$ cat src/hdl/separable_sliding_minimum_2d_macros.svh
// Assertion helpers used by the top-level RTL of the sliding minimum filter.
`ifndef SEPARABLE_SLIDING_MINIMUM_2D_MACROS_SVH
`define SEPARABLE_SLIDING_MINIMUM_2D_MACROS_SVH

// Same-cycle implication, checked only out of reset.
`define SSM2D_ASSERT_NOW(lbl, ante, cons, msg) \
    lbl: assert property (@(posedge aclk) disable iff (!aresetn) (ante) |-> (cons)) \
        else $error(msg);

// Next-cycle implication, checked only out of reset.
`define SSM2D_ASSERT_NEXT(lbl, ante, cons, msg) \
    lbl: assert property (@(posedge aclk) disable iff (!aresetn) (ante) |=> (cons)) \
        else $error(msg);

`endif

$ cat src/hdl/ssm2d_pkg.sv
package ssm2d_pkg;

    localparam int MAX_WIDTH  = 4096;
    localparam int MAX_HEIGHT = 4096;
    localparam int RING_ROWS  = 66;
    localparam int HALF_MAX   = 32;
    localparam int PIX_W      = 32;
    localparam int COL_W      = 12;
    localparam int ROW_W      = 13;
    localparam int RING_W     = 7;
    localparam int HALF_W     = 6;
    localparam int CNT_W      = 7;
    localparam int CFG_W      = 13;
    localparam int WIN_W      = 7;
    localparam int RING_AW    = RING_W + COL_W;

    localparam logic [CFG_W-1:0] RST_WIDTH  = 13'd1024;
    localparam logic [CFG_W-1:0] RST_HEIGHT = 13'd1024;
    localparam logic [WIN_W-1:0] RST_WINDOW = 7'd8;

    // Configuration register indexes.
    typedef enum logic [1:0] {
        CFG_WIDTH  = 2'd0,
        CFG_HEIGHT = 2'd1,
        CFG_WINDOW = 2'd2
    } cfg_idx_t;

    typedef enum logic [2:0] {
        ST_IDLE,
        ST_HSET,
        ST_SCAN,
        ST_LAST,
        ST_VCHK,
        ST_EMIT
    } state_t;

    // Control of the shared minimum unit.
    typedef struct packed {
        logic start;
        logic take;
    } min_ctl_t;

endpackage

$ cat src/hdl/ssm2d_min_unit.sv
module ssm2d_min_unit
    import ssm2d_pkg::*;
(
    input  logic                    aclk,
    input  logic                    aresetn,
    input  min_ctl_t                ctl,
    input  logic signed [PIX_W-1:0] sample,
    output logic signed [PIX_W-1:0] result
);

    logic signed [PIX_W-1:0] acc_reg;
    logic                    first_reg;

    // Shared signed comparator; the first sample of a run seeds the minimum.
    assign result = first_reg ? sample : ((sample < acc_reg) ? sample : acc_reg);

    always_ff @(posedge aclk) begin
        if (ctl.take) begin
            acc_reg <= result;
        end
    end

    always_ff @(posedge aclk) begin
        if (!aresetn) begin
            first_reg <= 1'b1;
        end else if (ctl.start) begin
            first_reg <= 1'b1;
        end else if (ctl.take) begin
            first_reg <= 1'b0;
        end
    end

endmodule

$ cat config.mk
export PLATFORM = sky130hd
export DESIGN_NAME = ssm2d_min_unit
export DESIGN_NICKNAME = d
export VERILOG_FILES = /design/src/hdl/separable_sliding_minimum_2d_macros.svh /design/src/hdl/ssm2d_pkg.sv /design/src/hdl/ssm2d_min_unit.sv
export SDC_FILE = /design/constraint.sdc
export NUM_CORES = 1
export LEC_CHECK = 0
export ABC_AREA = 0
export BUFFER_PORTS_ARGS = -buffer_cell sky130_fd_sc_hd__buf_2
export CAP_MARGIN = 10
export CORE_MARGIN = 1
export CORE_UTILIZATION = 50
export CTS_CLUSTER_DIAMETER = 50
export DETAILED_ROUTE_END_ITERATION = 8
export PLACE_DENSITY = 0.8
export SLEW_MARGIN = 15
export SYNTH_ARGS = -nofsm -noshare
export SYNTH_HDL_FRONTEND = slang
export SYNTH_SLANG_ARGS = --single-unit
$ cat constraint.sdc
create_clock -name aclk -period 7 [get_ports aclk]
set_clock_uncertainty 0.05 [all_clocks]
set_input_delay 0.7 -clock aclk [delete_from_list [all_inputs] [get_ports aclk]]
set_output_delay 0.7 -clock aclk [all_outputs]
set_load 0.03 [all_outputs]
==> results.sh <==
export IMPL_antenna_left=0
export IMPL_synthSimpleGateAreaFrac_pct=22.5
export IMPL_ys_ff_latch=33
export IMPL_drtIter0Drc=288
export IMPL_reg2reg_depth=11
export IMPL_grt_pass1_vias=3113
export IMPL_postCtsResizedCells=0
export IMPL_regArea_um2=982
export IMPL_synth_area_per_cell_um2=8.71
export IMPL_route_detailed_drc=0
export IMPL_synth_mux_area_fraction_pct=0.419
export IMPL_grt_antenna_before_repair=0
export IMPL_multi_input_area_um2=2260
export IMPL_io_buffers=67
export IMPL_p_leak_uw=0.00179
export IMPL_final_common_cell="buf_2"
export IMPL_routed_wl_mm=8.38
export IMPL_busiest_layer="met2"
export IMPL_ys_types=40
export IMPL_period_needed_ns=4.80
export IMPL_yosys_area_top_type="edfxtp_1"
export IMPL_syn_cell_area_um2=3580
export IMPL_clock_latency_ns=0.29
export IMPL_netlist_area_leader_share_pct=26.8
export IMPL_hold_viol=0
export IMPL_yosysSeqAreaShare_pct=27.4
export IMPL_peakVddDrop_mv=0.117
export IMPL_via_per_inst=6.03
export IMPL_synth_xor_area_share_pct=0
export IMPL_synth_ff_type="edfxtp_1"
export IMPL_hpwl_mm=5.70
export IMPL_synth_edff_count=32
export IMPL_hp_class="in -> reg"
export IMPL_routabilityCongestion=0.833
export IMPL_post_cts_setup_buffers=0
export IMPL_hold_path_end="first_reg"
export IMPL_numClockSinks=33
export IMPL_die_w_um=86.6
export IMPL_met2_usage_pct=37.2
export IMPL_tritoncts="built"
export IMPL_holdPathStages=2
export IMPL_syn_nets=478
export IMPL_synth_top_family_by_area="compound AO/OA/AOI/OAI gates"
export IMPL_syn_inst=411
export IMPL_fillers=621
export IMPL_placed_area_um2=3870
export IMPL_synth_compound_area_share_pct=29.1
export IMPL_critPathRequiredTime_ns=6.25
export IMPL_num_antenna_cells=0
export IMPL_reg2reg_slack_ns=3.16
export IMPL_cts_root_buffer="clkbuf_8"
export IMPL_critPathLaunchType="primary input"
export IMPL_cp_end_kind="output port"
export IMPL_grt_pass1_wl_mm=14.0
export IMPL_arrival_ns=4.05
export IMPL_drv_slew=0
export IMPL_vias=3331
export IMPL_layout_common_cells="67 x buf_2, 53 x nand2_1, 42 x a21oi_1, 32 x edfxtp_1, 31 x inv_1"
export IMPL_fin_crit_sh_pct=68.5
export IMPL_htree_levels=2
export IMPL_nets=522
export IMPL_finalSetupViolations=0
export IMPL_die_area_um2=7500
export IMPL_syn2layout_area_growth_pct=10.4
export IMPL_cts_clk_slew_worst_paths_ns=0.08
export IMPL_core_um2=6870
export IMPL_worst_setup_path_type="in -> out"
export IMPL_use_met1_pct=30.1
export IMPL_grt_overflow=0
export IMPL_status="finished, final reports clean"
export IMPL_cp_startpoint="sample[31]"
export IMPL_final_layout_size_suffix_gt1_share_pct=21.9
export IMPL_synthAdderAreaFrac_pct=10.8
export IMPL_fmax_mhz=208
export IMPL_cts_buffers=5
export IMPL_die_h_um=86.6
export IMPL_met3_usage_pct=5.05
export IMPL_min_from="aresetn"
export IMPL_initial_core_util_pct=52.1
export IMPL_p_per_area_nw_per_um2=182
export IMPL_relSlewSlack_pct=23.5
export IMPL_clock_tree_buffer_depth=2
export IMPL_worstPathMaxFanout=92
export IMPL_reg2reg_to="acc_reg[11]"
export IMPL_synthTopCellsByArea="edfxtp_1 27%, ha_1 11%, a21oi_1 5.9%"
export IMPL_fin_tns_setup_ns=0
export IMPL_rsz0062_at_grt="false"
export IMPL_largest_reg_flops=32
export IMPL_rows=30
export IMPL_worst_pin_slew_ns=1.15
export IMPL_hold_buffers=0
export IMPL_dr_pass1_iters=4
export IMPL_pin_count=68
export IMPL_grt_max_degree=93
export IMPL_r2r_start="acc_reg[31]"
export IMPL_yosysWarnings=0
export IMPL_track_usage_pct=23.2
export IMPL_ys_async_sr_fraction_pct=0
export IMPL_cap_violations=0
export IMPL_wire_per_inst_um=15.2
export IMPL_fin_area_um2=3960
-- power by group --
group          internal [µW]  total [µW]  switching, µW
combinational            118         314            197
clock                   67.1         146           78.5
sequential               244         260           16.4
total                    428         720            291
-- cell families (layout without fill, tap and decap cells) --
kind of cell,after synthesis,count (layout)
mux,1,1
simple gates,147,147
fa+ha+maj,31,31
compound gates,132,132
flops,33,33
buf+inv,67,112
-- routing by layer --
metal / part of all wire [%] / vias up
li1: - / 1647
met4: 2.0 / 0
met3: 5.6 / 14
met5: 0 / -
met2: 47 / 108
met1: 46 / 1562
-- critical path, stage by stage --
cell,delay (ns)
buf_2,0.11
ha_2,0.26
buf_4,0.36
nand4_1,0.32
nor3_4,0.08
a221o_1,0.36
nor3_4,0.61
buf_12,0.39
a21oi_1,0.11
a41o_1,0.22
a311o_1,0.32
buf_2,0.18
-- per-stage QoR --
| step | utilization [%] | instances | hold slack (ns) | setup slack [ns] | total power, µW |
|---|---|---|---|---|---|
| 2_1_floorplan | - | 411 | 0.602 | 3.51 | 505 |
| 5_1_grt | 57.6 | 552 | 0.541 | 1.95 | 765 |
| 3_3_place_gp | 56.4 | 544 | 0.533 | 2.34 | 566 |
| 4_1_cts | 57.6 | 552 | 0.527 | 2.23 | 721 |
| 6_report | 57.6 | 552 | 0.528 | 2.20 | 720 |
| 3_5_place_dp | 56.4 | 544 | 0.541 | 2.24 | 577 |
-- how the worst max path moves through the flow --
stage	end	slack, ns	cells after the start
after CTS	result[3]	2.23	12
after global placement	result[0]	2.34	12
after global routing	result[3]	1.95	12
final	result[11]	2.20	12
after detailed placement	result[11]	2.24	12
after floorplan	result[17]	3.51	11
-- synthesized netlist by cell type, types with 2 or more instances --
| cell | instances |
|---|---|
| a31oi_1 | 3 |
| o21ai_0 | 12 |
| edfxtp_1 | 32 |
| a21oi_1 | 42 |
| clkbuf_1 | 14 |
| a311o_1 | 16 |
| nand3_1 | 5 |
| nor3_1 | 13 |
| nor3_2 | 2 |
| a21o_1 | 4 |
| nand3b_1 | 15 |
| buf_6 | 8 |
| nand2b_1 | 22 |
| and3_1 | 13 |
| o2111ai_1 | 2 |
| o21ai_1 | 6 |
| nand4_1 | 8 |
| nor2_1 | 3 |
| or2b_1 | 11 |
| a221oi_2 | 13 |
| nand2_1 | 53 |
| o211ai_1 | 13 |
| inv_1 | 31 |
| a41o_1 | 15 |
| buf_4 | 5 |
| ha_1 | 31 |
| buf_2 | 6 |
-- area by class of cell --
class | count | area share (%)
Timing Repair Buffer | 73 | 9.93
Multi-Input combinational cell | 311 | 57.2
Inverter | 31 | 2.94
Tap cell | 96 | 3.04
Clock buffer | 5 | 1.74
Sequential cell | 33 | 24.8
Clock inverter | 3 | 0.316
Power figures use the tool's default switching activity.
